$ cat config.mk
export PLATFORM = sky130hd
export DESIGN_NAME = slrb_front
export DESIGN_NICKNAME = d
export VERILOG_FILES = /design/src/hw/rtl/segmented_lru_region_bypass_assert.svh /design/src/hw/rtl/slrb_pkg.sv /design/src/hw/rtl/slrb_front.sv
export SDC_FILE = /design/constraint.sdc
export NUM_CORES = 1
export LEC_CHECK = 0
export ABC_CLOCK_PERIOD_IN_PS = 2200
export BUFFER_PORTS_ARGS = -buffer_cell sky130_fd_sc_hd__clkbuf_2
export CORE_ASPECT_RATIO = 0.8
export CORE_MARGIN = 8
export CORE_UTILIZATION = 46
export CTS_CLUSTER_DIAMETER = 150
export DETAILED_ROUTE_END_ITERATION = 12
export MAX_ROUTING_LAYER = met4
export PLACE_DENSITY_LB_ADDON = 0.25
export SYNTH_ARGS = -nofsm -noshare
export SYNTH_HDL_FRONTEND = slang
export SYNTH_SLANG_ARGS = --single-unit
$ cat constraint.sdc
create_clock -name clk -period 2.2 [get_ports clk]
set_input_delay 0.11 -clock clk [delete_from_list [all_inputs] [get_ports clk]]
set_output_delay 0.11 -clock clk [all_outputs]
set_load 0.05 [all_outputs]
$ cat src/hw/rtl/segmented_lru_region_bypass_assert.svh
// ----------------------------------------------------------------------------
// Assertion macros for segmented_lru_region_bypass
// Concurrent checks clocked on clk and disabled while rst_n is low.
// ----------------------------------------------------------------------------
`ifndef SEGMENTED_LRU_REGION_BYPASS_ASSERT_SVH
`define SEGMENTED_LRU_REGION_BYPASS_ASSERT_SVH
`ifndef SYNTH
// Property that must hold at every clock edge out of reset.
`define SLRB_ASSERT(lbl, prop, msg) \
  lbl: assert property (@(posedge clk) disable iff (!rst_n) prop) else $error(msg);
// Condition that must never be true out of reset.
`define SLRB_NEVER(lbl, cond, msg) \
  lbl: assert property (@(posedge clk) disable iff (!rst_n) !(cond)) else $error(msg);
`else
`define SLRB_ASSERT(lbl, prop, msg)
`define SLRB_NEVER(lbl, cond, msg)
`endif
`endif

$ cat src/hw/rtl/slrb_pkg.sv
// ----------------------------------------------------------------------------
// slrb_pkg
// Shared sizes, types and helper functions of the replacement policy block.
// ----------------------------------------------------------------------------
package slrb_pkg;

  localparam int SETS           = 2048;
  localparam int WAYS           = 16;
  localparam int REGION_ENTRIES = 4096;

  localparam int SET_W  = $clog2(SETS);
  localparam int REG_W  = $clog2(REGION_ENTRIES);
  localparam int WIDX_W = $clog2(WAYS);
  localparam int AGE_W  = $clog2(WAYS);
  localparam int VW     = 5;
  localparam int CNT_W  = 3;
  localparam int CLR_W  = (SET_W > REG_W) ? SET_W : REG_W;

  localparam logic [CNT_W-1:0] COUNT_MAX     = 3'd7;
  localparam logic [CNT_W-1:0] COUNT_RESET   = 3'd3;
  localparam logic [CNT_W-1:0] PROTECT_RESET = 3'd5;
  localparam logic [CNT_W-1:0] BYPASS_RESET  = 3'd1;

  localparam logic CFG_PROTECT = 1'b0;
  localparam logic CFG_BYPASS  = 1'b1;

  typedef struct packed {
    logic [WAYS-1:0][AGE_W-1:0] age;
    logic [WAYS-1:0]            prot;
    logic [WAYS-1:0]            valid;
  } row_t;

  localparam int ROW_W = $bits(row_t);

  typedef struct packed {
    logic              is_victim;
    logic [SET_W-1:0]  set;
    logic [REG_W-1:0]  region;
    logic [WIDX_W-1:0] way;
    logic              hit;
  } q_entry_t;

  function automatic row_t reset_row();
    row_t r;
    r.valid = '0;
    r.prot  = '0;
    for (int w = 0; w < WAYS; w++) begin
      r.age[w] = AGE_W'(w);
    end
    return r;
  endfunction

  function automatic logic [WIDX_W-1:0] onehot_idx(logic [WAYS-1:0] oh);
    logic [WIDX_W-1:0] idx;
    idx = '0;
    for (int w = 0; w < WAYS; w++) begin
      if (oh[w]) idx = idx | WIDX_W'(w);
    end
    return idx;
  endfunction

  // Lowest set bit, as a one-hot mask.
  function automatic logic [WAYS-1:0] first_one(logic [WAYS-1:0] m);
    logic [WAYS-1:0] oh;
    logic            seen;
    oh   = '0;
    seen = 1'b0;
    for (int w = 0; w < WAYS; w++) begin
      if (m[w] && !seen) oh[w] = 1'b1;
      seen = seen | m[w];
    end
    return oh;
  endfunction

  // Oldest way among the mask; on equal ages the lowest way wins.
  function automatic logic [WAYS-1:0] oldest(logic [WAYS-1:0] m,
                                              logic [WAYS-1:0][AGE_W-1:0] age);
    logic [WAYS-1:0] sel;
    sel = m;
    for (int w = 0; w < WAYS; w++) begin
      for (int v = 0; v < WAYS; v++) begin
        if (m[v] && ((age[v] > age[w]) || ((age[v] == age[w]) && (v < w))))
          sel[w] = 1'b0;
      end
    end
    return sel;
  endfunction

endpackage

$ cat src/hw/rtl/slrb_front.sv
// ----------------------------------------------------------------------------
// slrb_front
// Accepts request words, drops updates to no way, and queues the rest.
// ----------------------------------------------------------------------------
module slrb_front import slrb_pkg::*; (
  input  logic        clk,
  input  logic        rst_n,
  input  logic        in_tvalid,
  output logic        in_tready,
  input  logic [31:0] in_tdata,
  input  logic        in_tuser,
  input  logic        clearing,
  output logic        q_valid,
  output q_entry_t    q_data,
  input  logic        q_pop
);

  q_entry_t    ent_r [2];
  logic        wptr_r, rptr_r;
  logic [1:0]  count_r;
  q_entry_t    ent;
  logic        keep, push;

  always_comb begin
    ent.is_victim = !in_tuser;
    ent.set       = in_tdata[SET_W-1:0];
    ent.region    = in_tdata[11 +: REG_W];
    ent.way       = in_tdata[23 +: WIDX_W];
    ent.hit       = in_tdata[28];
    // An update naming a way past the last one has no effect at all.
    keep      = !in_tuser || (in_tdata[27:23] < VW'(WAYS));
    in_tready = (count_r != 2'd2) && !clearing;
    push      = in_tvalid && in_tready && keep;
    q_valid   = (count_r != 2'd0);
    q_data    = ent_r[rptr_r];
  end

  always_ff @(posedge clk) begin
    if (!rst_n) begin
      wptr_r  <= 1'b0;
      rptr_r  <= 1'b0;
      count_r <= 2'd0;
    end else begin
      if (push) begin
        ent_r[wptr_r] <= ent;
        wptr_r        <= !wptr_r;
      end
      if (q_pop) rptr_r <= !rptr_r;
      count_r <= count_r + 2'(push) - 2'(q_pop);
    end
  end

endmodule

## After elaboration in Yosys (flattened, before gate mapping)

Memories as Yosys holds them, arrays and structs flattened. A register that Yosys moved wholly into a read port is not among the register bits.
Index checks and enable logic that the tools add are counted.
Widths: inputs -> output; s select.

| operators by class | value |
|---|---|
| add/sub/neg operators | 2 |
| multiply operators | 0 |
| div/mod/pow operators | 0 |
| order comparisons | 1 |
| equality and inequality tests | 1 |
| shift operators | 0 |
| muxes and demuxes | 5 |
| bitwise logic cells | 0 |
| reductions and logical operators | 9 |

Operator list:

| kind | count |
|---|---|
| $lt 5x5->1 const B | 1 |
| $mux 1 | 5 |
| $logic_not 1->1 | 4 |
| $logic_and 1x1->1 | 3 |
| $add 2x1->2 | 1 |
| $ne 2x2->1 const B | 1 |
| $reduce_bool 2->1 | 1 |
| $sub 2x1->2 | 1 |
| $logic_or 1x1->1 | 1 |

| storage, ports and cells | value |
|---|---|
| bits in registers | 4 |
| latch bits | 0 |
| memory bits (writable) | 58 |
| bits in read-only memories | 0 |
| output and inout port bits | 31 |
| logic and storage cells | 22 |
| memories | 1 |

Memory list:

| memory | depth | bits a word | read ports | clocked after memory_dff | write ports | RTL line | source |
|---|---|---|---|---|---|---|---|
| ent_r | 2 | 29 | 1 | 1 | 1 | slrb_front.sv:18 | `q_entry_t ent_r [2];` |

## Logic depth before layout (Yosys ltp)

Gate-level depths: netlist of run 1.

| logic depth | value |
|---|---|
| depth in word-level cells | 7 |
| mapped depth | 9 |
| gate-level depth less buffers | 9 |

## Worst setup path before layout of run 1

Ideal clock, no wire load.

| path | value |
|---|---|
| path kind | register to register |
| start | register count_r[1] |
| end | memory ent_r[0][0] in the netlist's numbering, enable pin |
| library setup time | 0.415 ns |
| data arrival time | 1.928 ns |
| slack | -0.143 ns |
| stages on the path, launching flop included | 5 |
| path buffers | 0 |
| cells stage by stage | dfxtp_1 -> nor2b_4 -> nor3_2 -> inv_2 -> nor2_1 |

| on the way | value |
|---|---|
| word-level cells in the longest chain between the ends | 7 |

Ends and longest elaborated chain:

| what | RTL line | source |
|---|---|---|
| start, declared | slrb_front.sv:20 | `logic [1:0] count_r;` |
| start signal, assigned | slrb_front.sv:49 | `count_r <= count_r + 2'(push) - 2'(q_pop);` |
| $ne 2x2->1 | slrb_front.sv:32 | `in_tready = (count_r != 2'd2) && !clearing;` |
| $logic_and 1x1->1 | slrb_front.sv:32 |  |
| $logic_and 1x1->1 (2 in series) | slrb_front.sv:33 | `push = in_tvalid && in_tready && keep;` |
| $mux 1 | slrb_front.sv:44 | `if (push) begin` |
| $mux 1 | slrb_front.sv:39 | `if (!rst_n) begin` |
| $mux 1 (not written as such) | slrb_front.sv:45 | `ent_r[wptr_r] <= ent;` |
| end, declared | slrb_front.sv:18 |  |

No other way between the ends.

## Worst setup path after layout of run 1

| path | value |
|---|---|
| start | register count_r[1] |
| end | register count_r[1] |

| on the way | value |
|---|---|
| word-level cells in the longest chain between the ends | 6 |

Ends and longest elaborated chain:

| what | RTL line |
|---|---|
| $ne 2x2->1 | slrb_front.sv:32 |
| $logic_and 1x1->1 | slrb_front.sv:32 |
| $logic_and 1x1->1 (2 in series) | slrb_front.sv:33 |
| $add 2x1->2 * | slrb_front.sv:49 |
| $sub 2x1->2 * | slrb_front.sv:49 |

Every way passes the cells marked *; elsewhere a longest branch is shown, timed or not.
A chain may end at the register's enable or synchronous reset.

==> metrics.txt, run 1 <==
# TYPE chip_impl_metric gauge
chip_impl_metric{name="switching_share",unit=""} 0.259
chip_impl_metric{name="design.portCount",unit=""} 69
chip_impl_info{name="cts_tree",value="yes"} 1
chip_impl_metric{name="gate_power_share",unit=""} 0.177
chip_impl_info{name="timing.critical_path.slowest_stage_cell",value="dfxtp_1"} 1
chip_impl_metric{name="postSynth.asyncResetShare",unit=""} 0
chip_impl_metric{name="finalSetupViolations",unit=""} 0
chip_impl_info{name="timing_worst_setup_path_type",value="reg -> reg"} 1
chip_impl_metric{name="crit_path_buf_inv_count",unit=""} 2
chip_impl_metric{name="power_density",unit="nW/um2"} 814
chip_impl_metric{name="worst_pin_slew",unit="ns"} 0.359
chip_impl_metric{name="dieWidth",unit="um"} 96.7
chip_impl_info{name="rsz0062_at_grt",value="no"} 1
chip_impl_metric{name="final_layout_size_suffix_gt1_frac",unit=""} 0.509
chip_impl_metric{name="coreArea",unit="um2"} 5010
chip_impl_metric{name="synthesis.area",unit="um2"} 2400
chip_impl_metric{name="clkSinkCount",unit=""} 63
chip_impl_metric{name="postCtsHoldBufs",unit=""} 28
chip_impl_metric{name="synth-seq-area-share",unit=""} 0.769
chip_impl_metric{name="syn2layout_area_growth",unit="%"} 36.3
chip_impl_metric{name="clk_path_buf_depth",unit=""} 2
chip_impl_metric{name="max_slew_margin",unit=""} 0.760
chip_impl_metric{name="avgRoutedWirePerCell",unit="um"} 15.7
chip_impl_info{name="synth.top_cells.by_area",value="edfxtp_1 73%, mux2_2 8.9%, mux2_4 6.3%, dfxtp_1 4.2%, and2_1 1.0%"} 1
chip_impl_metric{name="synthesized_flop_and_latch_total",unit=""} 63
chip_impl_info{name="critical_path.endpoint_type",value="register"} 1
chip_impl_info{name="cp-start-kind",value="register"} 1
chip_impl_metric{name="maxCapViolCount",unit=""} 0
chip_impl_metric{name="synthesis.instances",unit=""} 117
chip_impl_metric{name="crit_path_max_fanout",unit=""} 3
chip_impl_info{name="min_path_type",value="in -> reg"} 1
chip_impl_info{name="critical_path_cell_list",value="nor2b_4, nor3_2, inv_2, ha_1, inv_1, ha_1, xnor2_1, xnor2_1, and2_1"} 1
chip_impl_metric{name="portBuffers",unit=""} 65
chip_impl_info{name="reg2reg_from",value="count_r[1]$_SDFF_PN0_"} 1
chip_impl_metric{name="grt_max_degree",unit=""} 20
chip_impl_metric{name="max_stage_delay",unit="ns"} 0.33
chip_impl_metric{name="worstSetupPathDepth",unit=""} 9
chip_impl_metric{name="report.final.hold_viol_count",unit=""} 0
chip_impl_metric{name="post-route-period-util",unit=""} 0.806
chip_impl_metric{name="required",unit="ns"} 2.42
chip_impl_metric{name="r2r_depth",unit=""} 9
chip_impl_metric{name="worstPathArrival",unit="ns"} 1.99
chip_impl_info{name="post_synth_most_frequent_cells",value="58 x edfxtp_1, 19 x mux2_2, 10 x mux2_4"} 1
chip_impl_metric{name="global_route.overflow_total",unit=""} 0
chip_impl_info{name="clockRootBuffer",value="clkbuf_8"} 1
chip_impl_info{name="synth_most_common_cell",value="edfxtp_1"} 1
chip_impl_metric{name="worst_slack_placed",unit="ns"} 0.420
chip_impl_metric{name="first_pass_grt_wire_length",unit="um"} 7120
chip_impl_metric{name="reg2reg_slack",unit="ns"} 0.43
chip_impl_info{name="timing.hold.worst.start",value="in_tuser"} 1
chip_impl_metric{name="dr.first_iter.drc_count",unit=""} 46
chip_impl_metric{name="antenna_violating_nets_post_route",unit=""} 0
chip_impl_metric{name="finClkSkew",unit="ns"} 0.00651
chip_impl_metric{name="ys_types",unit=""} 21
chip_impl_metric{name="number_of_buffers_created_by_cts",unit=""} 9
chip_impl_metric{name="synth_area_per_cell",unit="um2"} 20.5
chip_impl_metric{name="seqPwrFrac",unit=""} 0.514
chip_impl_metric{name="final-max-slew-violation-count",unit=""} 0
chip_impl_metric{name="htree_num_levels",unit=""} 3
chip_impl_metric{name="synth-edff-count",unit=""} 58
chip_impl_info{name="result_of_the_run",value="finished clean"} 1
chip_impl_metric{name="grt_use_met1",unit=""} 0.122
chip_impl_info{name="synthDominantAreaCellType",value="edfxtp_1"} 1
chip_impl_metric{name="vias",unit=""} 1358
chip_impl_metric{name="setup-tns-final",unit="ns"} 0
chip_impl_info{name="dominantRegCellSynth",value="edfxtp_1"} 1
chip_impl_metric{name="synthesis.yosys.warnings",unit=""} 0
chip_impl_metric{name="use_met2",unit=""} 0.204
chip_impl_metric{name="detail_route.wirelength",unit="um"} 4540
chip_impl_metric{name="detailedRoute.firstPassIterationCount",unit=""} 2
chip_impl_info{name="holdPathEnd",value="ent_r[1][28]$_DFFE_PP_"} 1
chip_impl_metric{name="p_clk_frac",unit=""} 0.309
chip_impl_metric{name="chipHeight",unit="um"} 80.6
chip_impl_metric{name="antennaDiodeCount",unit=""} 0
chip_impl_info{name="crit_family",value="simple AND/OR/NAND/NOR gates"} 1
chip_impl_metric{name="std_cell_rows",unit=""} 23
chip_impl_metric{name="p_leak",unit="nW"} 1.30
chip_impl_metric{name="synthDominantCellAreaShare",unit=""} 0.727
chip_impl_metric{name="final.setup.worst_slack",unit="ns"} 0.426
chip_impl_metric{name="clkSlewWorstSetupHoldPaths",unit="ns"} 0.06
chip_impl_metric{name="syn_nets",unit=""} 157
chip_impl_metric{name="hold_critical_path_depth",unit=""} 2
chip_impl_metric{name="fin_nets",unit=""} 263
chip_impl_metric{name="internal-power",unit="mW"} 1.97
chip_impl_metric{name="min_period",unit="ns"} 1.77
chip_impl_metric{name="number_of_global_route_vias_before_repair",unit=""} 1501
chip_impl_metric{name="floorplan.die_area",unit="um2"} 7790
chip_impl_info{name="global_route.peak_usage_layer",value="met2"} 1
chip_impl_metric{name="insertion_delay",unit="ns"} 0.33
chip_impl_metric{name="antenna_found_initial",unit=""} 0
chip_impl_metric{name="fmax",unit="MHz"} 564
chip_impl_info{name="timing.rr.end",value="count_r[1]$_SDFF_PN0_"} 1
chip_impl_metric{name="place_congestion",unit=""} 0.755
chip_impl_metric{name="floorplan.initialDensity",unit=""} 0.479
chip_impl_metric{name="detail_route.drc_violations",unit=""} 0
chip_impl_metric{name="power.net_switching",unit="uW"} 690
chip_impl_metric{name="grtUsageTotal",unit=""} 0.124
chip_impl_metric{name="post_cts.repair.setup_buffers",unit=""} 0
chip_impl_metric{name="hpwlAfterDp",unit="um"} 3140
chip_impl_metric{name="use_met3",unit=""} 0.0514
chip_impl_metric{name="vdd.ir_drop.worst",unit="mV"} 0.494
chip_impl_metric{name="post_cts.resized_instances",unit=""} 0
chip_impl_metric{name="drt-vias-per-instance",unit=""} 4.68
==> layout make-up <==
cell class	count	area, um2
Clock inverter	1	5.00
Fill cell	385	1740
Timing Repair Buffer	98	656
Multi-Input combinational cell	48	518
Sequential cell	63	1840
Inverter	3	11.3
Clock buffer	15	156
Tap cell	62	77.6
==> power groups by stage <==
stage | Combinational, mW | Clock [mW] | Sequential, mW
6_report | 0.471 | 0.821 | 1.37
5_1_grt | 0.498 | 0.893 | 1.37
4_1_cts | 0.477 | 0.846 | 1.37
3_5_place_dp | 0.436 | 0 | 1.39
3_3_place_gp | 0.425 | 0 | 1.39
2_1_floorplan | 0.333 | 0 | 1.39
==> state kept, by name, indices dropped and copies added (netlist names), named ones only <==
register,count
rptr_r,1
wptr_r,1
count_r,2
ent_r,58
==> per-layer routing <==
| metal | routed length [um] | up-vias | share of wire |
|---|---|---|---|
| met2 | 2390 | 45 | 0.53 |
| met1 | 1840 | 648 | 0.41 |
| met4 | 62 | 0 | 0.014 |
| met5 | 0 | - | 0 |
| li1 | - | 657 | - |
| met3 | 242 | 8 | 0.053 |
==> worst max path at each step <==
stage | from | endpoint
floorplan | count_r[1]$_SDFF_PN0_ | ent_r[0][0]$_DFFE_PP_
global placement | count_r[1]$_SDFF_PN0_ | count_r[1]$_SDFF_PN0_
detailed placement | count_r[1]$_SDFF_PN0_ | count_r[1]$_SDFF_PN0_
CTS | count_r[1]$_SDFF_PN0_ | count_r[1]$_SDFF_PN0_
global route | count_r[1]$_SDFF_PN0_ | count_r[1]$_SDFF_PN0_
finish | count_r[1]$_SDFF_PN0_ | count_r[1]$_SDFF_PN0_
==> cells in the final DEF (no fill, tap or decap) <==
| master | synthesis | final |
|---|---|---|
| clkbuf_2 | 0 | 65 |
| edfxtp_1 | 58 | 58 |
| dlygate4sd3_1 | 0 | 28 |
| mux2_2 | 19 | 19 |
| mux2_4 | 10 | 10 |
| clkbuf_8 | 0 | 10 |
| dfxtp_1 | 5 | 5 |
| clkbuf_1 | 0 | 5 |
| and2_1 | 4 | 4 |
| buf_4 | 0 | 4 |
| inv_1 | 2 | 2 |
| xnor2_1 | 2 | 2 |
| ha_1 | 2 | 2 |
| nor2b_4 | 1 | 1 |
| a21bo_1 | 1 | 1 |
| nor3_2 | 1 | 1 |
| inv_2 | 1 | 1 |
| nand2b_1 | 1 | 1 |
| nor2_2 | 0 | 1 |
| nor2_1 | 2 | 1 |
| xor2_1 | 1 | 1 |
| or2_2 | 1 | 1 |
| and3_2 | 1 | 1 |
| nand2_1 | 1 | 1 |
| mux2i_1 | 1 | 1 |
| clkinv_2 | 0 | 1 |
| buf_12 | 0 | 1 |
==> cells by family (layout without fill, tap and decap cells) <==
logic type | Yosys count | after routing | share of synthesized area
DFF | 63 | 63 | 0.769
buffers and inverters | 6 | 117 | 0.0162
adders and majority gates | 2 | 2 | 0.0104
muxes | 30 | 30 | 0.156
and+or+nand+nor | 12 | 12 | 0.0334
AOI/OAI and AO/OA | 1 | 1 | 0.00418
xor gates and xnor gates | 3 | 3 | 0.0110
==> through the flow <==
| stage | total power [mW] | util | cells | hold slack, ns | cell area [um2] |
|---|---|---|---|---|---|
| 6_report | 2.66 | 0.652 | 290 | 0.0712 | 3270 |
| 5_1_grt | 2.76 | 0.652 | 290 | 0.0570 | 3270 |
| 4_1_cts | 2.69 | 0.652 | 290 | 0.0442 | 3270 |
| 3_5_place_dp | 1.83 | 0.564 | 246 | 0.303 | 2820 |
| 3_3_place_gp | 1.81 | 0.564 | 246 | 0.299 | 2820 |
| 2_1_floorplan | 1.72 | - | 117 | 0.209 | 2400 |
(Power assumes the default switching activity.)
==> run 2: changes to the inputs <==
--- a/config.mk
+++ b/config.mk
@@ -5,7 +5,7 @@
 export SDC_FILE = /design/constraint.sdc
 export NUM_CORES = 1
 export LEC_CHECK = 0
-export ABC_CLOCK_PERIOD_IN_PS = 2200
+export ABC_CLOCK_PERIOD_IN_PS = 1500
 export BUFFER_PORTS_ARGS = -buffer_cell sky130_fd_sc_hd__clkbuf_2
 export CORE_ASPECT_RATIO = 0.8
 export CORE_MARGIN = 8
==> constraint.sdc (replaced) <==
create_clock -name clk -period 1.5 [get_ports clk]
set_input_delay 0.075 -clock clk [delete_from_list [all_inputs] [get_ports clk]]
set_output_delay 0.075 -clock clk [all_outputs]
set_load 0.05 [all_outputs]
==> metrics.txt, run 2 (synthesis gave the netlist of run 1 again) <==
# TYPE chip_impl_metric gauge
chip_impl_info{name="critical_path_cell_list",value="nor2b_4, nor3_4, inv_2, ha_4, inv_2, ha_4, xnor2_2, xnor2_1, and2_1"} 1
chip_impl_metric{name="fin_cells",unit=""} 301
chip_impl_metric{name="reg2reg_slack",unit="ns"} -0.13
chip_impl_metric{name="avgRoutedWirePerCell",unit="um"} 17.6
chip_impl_metric{name="report.final.hold_viol_count",unit=""} 0
chip_impl_metric{name="power_density",unit="nW/um2"} 1070
chip_impl_metric{name="setup-tns-final",unit="ns"} -0.128
chip_impl_info{name="timing.hold.worst.start",value="in_tuser"} 1
chip_impl_metric{name="number_of_global_route_vias_before_repair",unit=""} 1568
chip_impl_info{name="cp-start-kind",value="register"} 1
chip_impl_metric{name="required",unit="ns"} 1.72
chip_impl_metric{name="worst_pin_slew",unit="ns"} 0.283
chip_impl_metric{name="antenna_found_initial",unit=""} 0
chip_impl_metric{name="vdd.ir_drop.worst",unit="mV"} 0.843
chip_impl_metric{name="internal-power",unit="mW"} 3.10
chip_impl_metric{name="clk_path_buf_depth",unit=""} 2
chip_impl_info{name="holdPathEnd",value="ent_r[0][28]$_DFFE_PP_"} 1
chip_impl_metric{name="fmax",unit="MHz"} 614
chip_impl_metric{name="largest_register_ffs",unit=""} 58
chip_impl_metric{name="min_period",unit="ns"} 1.63
chip_impl_metric{name="max_stage_delay",unit="ns"} 0.32
chip_impl_metric{name="seqPwrFrac",unit=""} 0.476
chip_impl_metric{name="grtUsageTotal",unit=""} 0.134
chip_impl_metric{name="clkSinkCount",unit=""} 63
chip_impl_metric{name="p_clk_frac",unit=""} 0.276
chip_impl_metric{name="coreArea",unit="um2"} 5010
chip_impl_metric{name="max_slew_margin",unit=""} 0.812
chip_impl_info{name="timing_worst_setup_path_type",value="reg -> reg"} 1
chip_impl_metric{name="final_layout_size_suffix_gt1_frac",unit=""} 0.573
chip_impl_metric{name="dr.first_iter.drc_count",unit=""} 74
chip_impl_metric{name="utilization",unit=""} 0.791
chip_impl_metric{name="global_route.overflow_total",unit=""} 0
chip_impl_metric{name="crit_path_max_fanout",unit=""} 2
chip_impl_metric{name="detailedRoute.firstPassIterationCount",unit=""} 4
chip_impl_metric{name="p_leak",unit="nW"} 1.59
chip_impl_metric{name="switching_share",unit=""} 0.267
chip_impl_metric{name="insertion_delay",unit="ns"} 0.33
chip_impl_metric{name="final-max-slew-violation-count",unit=""} 0
chip_impl_info{name="mostFrequentLayoutCells",value="58 x edfxtp_1, 35 x clkbuf_2, 29 x mux2_4"} 1
chip_impl_metric{name="worst_slack_placed",unit="ns"} -0.223
chip_impl_metric{name="antenna_violating_nets_post_route",unit=""} 0
chip_impl_metric{name="fin_nets",unit=""} 275
chip_impl_metric{name="vias",unit=""} 1426
chip_impl_metric{name="final_cell_area",unit="um2"} 3960
chip_impl_metric{name="r2r_depth",unit=""} 9
chip_impl_metric{name="finalSetupViolations",unit=""} 1
chip_impl_metric{name="portBuffers",unit=""} 65
chip_impl_metric{name="place_congestion",unit=""} 0.744
chip_impl_info{name="clockRootBuffer",value="clkbuf_8"} 1
chip_impl_metric{name="placed_cell_area",unit="um2"} 3090
chip_impl_metric{name="chipHeight",unit="um"} 80.6
chip_impl_metric{name="detail_route.wirelength",unit="um"} 5300
chip_impl_metric{name="power.net_switching",unit="mW"} 1.13
chip_impl_metric{name="drt-vias-per-instance",unit=""} 4.74
chip_impl_info{name="min_path_type",value="in -> reg"} 1
chip_impl_info{name="result_of_the_run",value="finished, violations left"} 1
chip_impl_metric{name="finClkSkew",unit="ns"} 0.00579
chip_impl_info{name="critical_path.endpoint_type",value="register"} 1
chip_impl_metric{name="design_power_total",unit="mW"} 4.23
chip_impl_metric{name="number_of_buffers_created_by_cts",unit=""} 9
chip_impl_info{name="mostFrequentLayoutCell",value="edfxtp_1"} 1
chip_impl_metric{name="hpwlAfterDp",unit="um"} 3150
chip_impl_metric{name="grt_max_degree",unit=""} 16
chip_impl_info{name="timing.rr.end",value="count_r[1]$_SDFF_PN0_"} 1
chip_impl_metric{name="antennaDiodeCount",unit=""} 0
chip_impl_info{name="cts_tree",value="yes"} 1
chip_impl_metric{name="placed_cells",unit=""} 250
chip_impl_metric{name="std_cell_rows",unit=""} 23
chip_impl_metric{name="hold_critical_path_depth",unit=""} 2
chip_impl_info{name="largestRegisters",value="ent_r x58, count_r x2"} 1
chip_impl_metric{name="syn2layout_area_growth",unit="%"} 65.3
chip_impl_metric{name="detail_route.drc_violations",unit=""} 0
chip_impl_info{name="rsz0062_at_grt",value="yes"} 1
chip_impl_metric{name="clkSlewWorstSetupHoldPaths",unit="ns"} 0.06
chip_impl_metric{name="worstPathArrival",unit="ns"} 1.84
chip_impl_info{name="violations_in_the_final_reports",value="negative setup slack"} 1
chip_impl_metric{name="gate_power_share",unit=""} 0.248
chip_impl_metric{name="maxCapViolCount",unit=""} 0
chip_impl_metric{name="htree_num_levels",unit=""} 3
chip_impl_metric{name="final.hold.worst_slack",unit="ns"} 0.0159
chip_impl_metric{name="dieWidth",unit="um"} 96.7
chip_impl_metric{name="post-route-period-util",unit=""} 1.09
chip_impl_info{name="timing.critical_path.slowest_stage_cell",value="dfxtp_2"} 1
chip_impl_metric{name="design.portCount",unit=""} 69
chip_impl_metric{name="floorplan.initialDensity",unit=""} 0.479
chip_impl_metric{name="first_pass_grt_wire_length",unit="um"} 7710
chip_impl_metric{name="floorplan.die_area",unit="um2"} 7790
chip_impl_info{name="top_register",value="ent_r"} 1
chip_impl_info{name="reg2reg_from",value="count_r[1]$_SDFF_PN0_"} 1
chip_impl_metric{name="final.setup.worst_slack",unit="ns"} -0.128
## run 2: worst max-delay path by stage
stage	depth (start not counted)	start	end
after floorplan	9	count_r[1]$_SDFF_PN0_	count_r[1]$_SDFF_PN0_
after global placement	9	count_r[1]$_SDFF_PN0_	count_r[1]$_SDFF_PN0_
after detailed placement	9	count_r[1]$_SDFF_PN0_	count_r[1]$_SDFF_PN0_
after CTS	9	count_r[1]$_SDFF_PN0_	count_r[1]$_SDFF_PN0_
after global routing	9	count_r[1]$_SDFF_PN0_	count_r[1]$_SDFF_PN0_
final	9	count_r[1]$_SDFF_PN0_	count_r[1]$_SDFF_PN0_
## run 2: power by group through the flow
stage | Combinational (mW) | Sequential [mW] | Clock, mW
3_5_place_dp | 0.786 | 2.04 | 0
2_1_floorplan | 0.506 | 2.04 | 0
3_3_place_gp | 0.761 | 2.04 | 0
5_1_grt | 1.09 | 2.02 | 1.29
6_report | 1.05 | 2.01 | 1.17
4_1_cts | 0.979 | 2.01 | 1.19
## run 2: timing repair
item	4_1_cts	5_1_grt
endpoints found under the hold margin	56	0
pin swaps	4	1
gates cloned	3	1
buffers inserted	4	1
resized for setup	49	40
hold buffers	28	0
setup endpoints to repair	38	53
## run 2: metal layers
layer / up-vias / GRT usage / wire length, um
li1: 686 / - / -
met3: 7 / 0.0583 / 224
met4: 0 / 0.0368 / 80
met1: 690 / 0.138 / 2230
met5: - / - / 0
met2: 43 / 0.231 / 2760
## run 2: final cells by class
class / count / area [um2]
sequential: 63 / 1850
timing repair buffer: 110 / 1240
fill: 277 / 1050
multi-input combinational: 48 / 633
clock buffer: 10 / 128
tap: 62 / 77.6
clock inverter: 5 / 26.3
inverter: 3 / 11.3
## run 2: worst max-delay path: cells and delay by family (launching register included)
kind,cells,cell delay [ns]
buffers and inverters,2,0.12
adders and majority gates,2,0.41
DFF,1,0.32
xor gates and xnor gates,2,0.26
and+or+nand+nor,3,0.41
==> run 3: changes to the inputs <==
--- a/config.mk
+++ b/config.mk
@@ -5,11 +5,11 @@
 export SDC_FILE = /design/constraint.sdc
 export NUM_CORES = 1
 export LEC_CHECK = 0
-export ABC_CLOCK_PERIOD_IN_PS = 1500
+export ABC_CLOCK_PERIOD_IN_PS = 1700
 export BUFFER_PORTS_ARGS = -buffer_cell sky130_fd_sc_hd__clkbuf_2
 export CORE_ASPECT_RATIO = 0.8
 export CORE_MARGIN = 8
-export CORE_UTILIZATION = 46
+export CORE_UTILIZATION = 51
 export CTS_CLUSTER_DIAMETER = 150
 export DETAILED_ROUTE_END_ITERATION = 12
 export MAX_ROUTING_LAYER = met4
==> constraint.sdc (replaced) <==
create_clock -name clk -period 1.7 [get_ports clk]
set_input_delay 0.085 -clock clk [delete_from_list [all_inputs] [get_ports clk]]
set_output_delay 0.085 -clock clk [all_outputs]
set_load 0.05 [all_outputs]
==> metrics.txt, run 3 (synthesis gave the netlist of run 1 again) <==
# TYPE chip_impl_metric gauge
chip_impl_info{name="cp-start-kind",value="register"} 1
chip_impl_metric{name="number_of_buffers_created_by_cts",unit=""} 9
chip_impl_metric{name="first_pass_grt_wire_length",unit="um"} 7520
chip_impl_metric{name="clk_path_buf_depth",unit=""} 2
chip_impl_metric{name="antenna_found_initial",unit=""} 0
chip_impl_metric{name="max_slew_margin",unit=""} 0.806
chip_impl_metric{name="crit_path_max_fanout",unit=""} 3
chip_impl_metric{name="clkSinkCount",unit=""} 63
chip_impl_metric{name="dr.first_iter.drc_count",unit=""} 56
chip_impl_metric{name="internal-power",unit="mW"} 2.68
chip_impl_metric{name="drt-vias-per-instance",unit=""} 4.72
chip_impl_metric{name="number_of_global_route_vias_before_repair",unit=""} 1606
chip_impl_metric{name="floorplan.die_area",unit="um2"} 7160
chip_impl_metric{name="floorplan.initialDensity",unit=""} 0.528
chip_impl_info{name="mostFrequentLayoutCell",value="edfxtp_1"} 1
chip_impl_metric{name="chipHeight",unit="um"} 77.3
chip_impl_metric{name="maxCapViolCount",unit=""} 0
chip_impl_info{name="timing_worst_setup_path_type",value="reg -> reg"} 1
chip_impl_metric{name="fin_nets",unit=""} 265
chip_impl_metric{name="fin_cells",unit=""} 290
chip_impl_metric{name="worst_pin_slew",unit="ns"} 0.292
chip_impl_metric{name="finalSetupViolations",unit=""} 0
chip_impl_info{name="timing.rr.end",value="count_r[1]$_SDFF_PN0_"} 1
chip_impl_metric{name="clkSlewWorstSetupHoldPaths",unit="ns"} 0.06
chip_impl_metric{name="largest_register_ffs",unit=""} 58
chip_impl_metric{name="worstPathArrival",unit="ns"} 1.90
chip_impl_metric{name="antennaDiodeCount",unit=""} 0
chip_impl_info{name="rsz0062_at_grt",value="yes"} 1
chip_impl_metric{name="design.portCount",unit=""} 69
chip_impl_info{name="largestRegisters",value="ent_r x58, count_r x2"} 1
chip_impl_metric{name="min_period",unit="ns"} 1.69
chip_impl_metric{name="post-route-period-util",unit=""} 0.995
chip_impl_metric{name="insertion_delay",unit="ns"} 0.32
chip_impl_metric{name="vdd.ir_drop.worst",unit="mV"} 0.710
chip_impl_metric{name="final_layout_size_suffix_gt1_frac",unit=""} 0.543
chip_impl_metric{name="syn2layout_area_growth",unit="%"} 46.8
chip_impl_metric{name="finClkSkew",unit="ns"} 0.00662
chip_impl_metric{name="detailedRoute.firstPassIterationCount",unit=""} 4
chip_impl_info{name="holdPathEnd",value="ent_r[0][28]$_DFFE_PP_"} 1
chip_impl_metric{name="detail_route.wirelength",unit="um"} 4580
chip_impl_metric{name="antenna_violating_nets_post_route",unit=""} 0
chip_impl_metric{name="detail_route.drc_violations",unit=""} 0
chip_impl_info{name="clockRootBuffer",value="clkbuf_8"} 1
chip_impl_info{name="critical_path_cell_list",value="nor2b_4, nor3_2, inv_2, ha_4, inv_4, ha_4, xnor2_2, xnor2_1, and2_1"} 1
chip_impl_metric{name="seqPwrFrac",unit=""} 0.495
chip_impl_metric{name="r2r_depth",unit=""} 9
chip_impl_metric{name="p_leak",unit="nW"} 1.38
chip_impl_info{name="critical_path.endpoint_type",value="register"} 1
chip_impl_metric{name="vias",unit=""} 1368
chip_impl_metric{name="htree_num_levels",unit=""} 3
chip_impl_metric{name="grtUsageTotal",unit=""} 0.141
chip_impl_info{name="result_of_the_run",value="finished clean"} 1
chip_impl_metric{name="reg2reg_slack",unit="ns"} 0.008
chip_impl_info{name="crit_family",value="simple AND/OR/NAND/NOR gates"} 1
chip_impl_info{name="cell_type_with_the_highest_occurrence_count_on_the_critical_path",value="ha_4"} 1
chip_impl_metric{name="dieWidth",unit="um"} 92.6
chip_impl_metric{name="required",unit="ns"} 1.91
chip_impl_info{name="timing.hold.worst.start",value="in_tuser"} 1
chip_impl_metric{name="std_cell_rows",unit=""} 22
chip_impl_metric{name="crit_path_buf_inv_count",unit=""} 2
chip_impl_metric{name="switching_share",unit=""} 0.253
chip_impl_metric{name="placed_cells",unit=""} 244
chip_impl_metric{name="utilization",unit=""} 0.775
chip_impl_metric{name="report.final.hold_viol_count",unit=""} 0
chip_impl_metric{name="global_route.overflow_total",unit=""} 0
chip_impl_metric{name="power_density",unit="nW/um2"} 1020
chip_impl_info{name="top_register",value="ent_r"} 1
chip_impl_metric{name="place_congestion",unit=""} 0.665
chip_impl_metric{name="fmax",unit="MHz"} 591
chip_impl_metric{name="gate_power_share",unit=""} 0.202
chip_impl_metric{name="grt_max_degree",unit=""} 30
chip_impl_metric{name="max_stage_delay",unit="ns"} 0.33
chip_impl_metric{name="power.net_switching",unit="uW"} 905
chip_impl_info{name="cts_tree",value="yes"} 1
chip_impl_metric{name="portBuffers",unit=""} 65
chip_impl_info{name="timing.critical_path.slowest_stage_cell",value="dfxtp_2"} 1
chip_impl_info{name="reg2reg_from",value="count_r[1]$_SDFF_PN0_"} 1
chip_impl_metric{name="coreArea",unit="um2"} 4540
chip_impl_metric{name="hold_critical_path_depth",unit=""} 2
chip_impl_metric{name="p_clk_frac",unit=""} 0.302
chip_impl_metric{name="final-max-slew-violation-count",unit=""} 0
chip_impl_info{name="mostFrequentLayoutCells",value="58 x edfxtp_1, 55 x clkbuf_2, 28 x dlygate4sd3_1"} 1
chip_impl_metric{name="hpwlAfterDp",unit="um"} 3100
chip_impl_metric{name="avgRoutedWirePerCell",unit="um"} 15.8
chip_impl_info{name="min_path_type",value="in -> reg"} 1
==> run 3: cell types whose count changed in the layout (fill, tap and decap cells not counted), moves of 3 or more <==
cell / change
mux2_4: -19
buf_4: -3
clkbuf_2: +20
buf_8: -20
mux2_2: +19
==> run 3: worst max-delay path by stage <==
| stage | startpoint | endpoint | slack, ns | cells past startpoint |
|---|---|---|---|---|
| 2_1_floorplan | count_r[1]$_SDFF_PN0_ | count_r[1]$_SDFF_PN0_ | 0.05 | 9 |
| 3_3_place_gp | count_r[1]$_SDFF_PN0_ | count_r[1]$_SDFF_PN0_ | 0.05 | 9 |
| 3_5_place_dp | count_r[1]$_SDFF_PN0_ | count_r[1]$_SDFF_PN0_ | -0.03 | 9 |
| 4_1_cts | count_r[1]$_SDFF_PN0_ | count_r[1]$_SDFF_PN0_ | 0.02 | 9 |
| 5_1_grt | count_r[1]$_SDFF_PN0_ | count_r[1]$_SDFF_PN0_ | -0.04 | 9 |
| 6_report | count_r[1]$_SDFF_PN0_ | count_r[1]$_SDFF_PN0_ | 0.008 | 9 |
==> run 3: what timing repair did <==
| item | 4_1_cts | 5_1_grt |
|---|---|---|
| resized for setup | 2 | 6 |
| cloned | 0 | 0 |
| endpoints found under the setup margin | 1 | 1 |
| setup buffers | 0 | 2 |
| endpoints found under the hold margin | 56 | 0 |
| hold buffers | 28 | 0 |
| pin swaps | 1 | 5 |
==> run 3: power by group through the flow <==
stage	combinational (mW)	clock, mW	sequential (mW)
2_1_floorplan	0.432	0	1.80
3_3_place_gp	0.629	0	1.80
3_5_place_dp	0.645	0	1.80
4_1_cts	0.704	1.12	1.77
5_1_grt	0.762	1.17	1.78
6_report	0.724	1.08	1.77
==> run 3: layout make-up <==
class / count / area, um2
Tap cell: 60 / 75.1
Timing Repair Buffer: 100 / 858
Sequential cell: 63 / 1840
Inverter: 3 / 13.8
Multi-Input combinational cell: 48 / 556
Clock buffer: 14 / 163
Clock inverter: 2 / 8.76
Fill cell: 271 / 1020
==> run 3: stage by stage <==
stage          cell area, um2  worst slack [ns]  TNS, ns  hold WS (ns)  total power, mW
3_5_place_dp             3010           -0.0264  -0.0264         0.279             2.45
2_1_floorplan            2400            0.0454        0         0.184             2.23
6_report                 3520           0.00805        0        0.0399             3.58
4_1_cts                  3480            0.0243        0        0.0225             3.59
3_3_place_gp             3010            0.0521        0         0.274             2.43
5_1_grt                  3520           -0.0444  -0.0444        0.0356             3.71
==> run 3: layer usage <==
layer  GRT usage  vias to the layer above  share of wire
met5           -                        -              0
met4      0.0530                        0         0.0092
met3      0.0516                        6          0.052
met2       0.244                       43           0.53
met1       0.142                      655           0.41
li1            -                      664              -
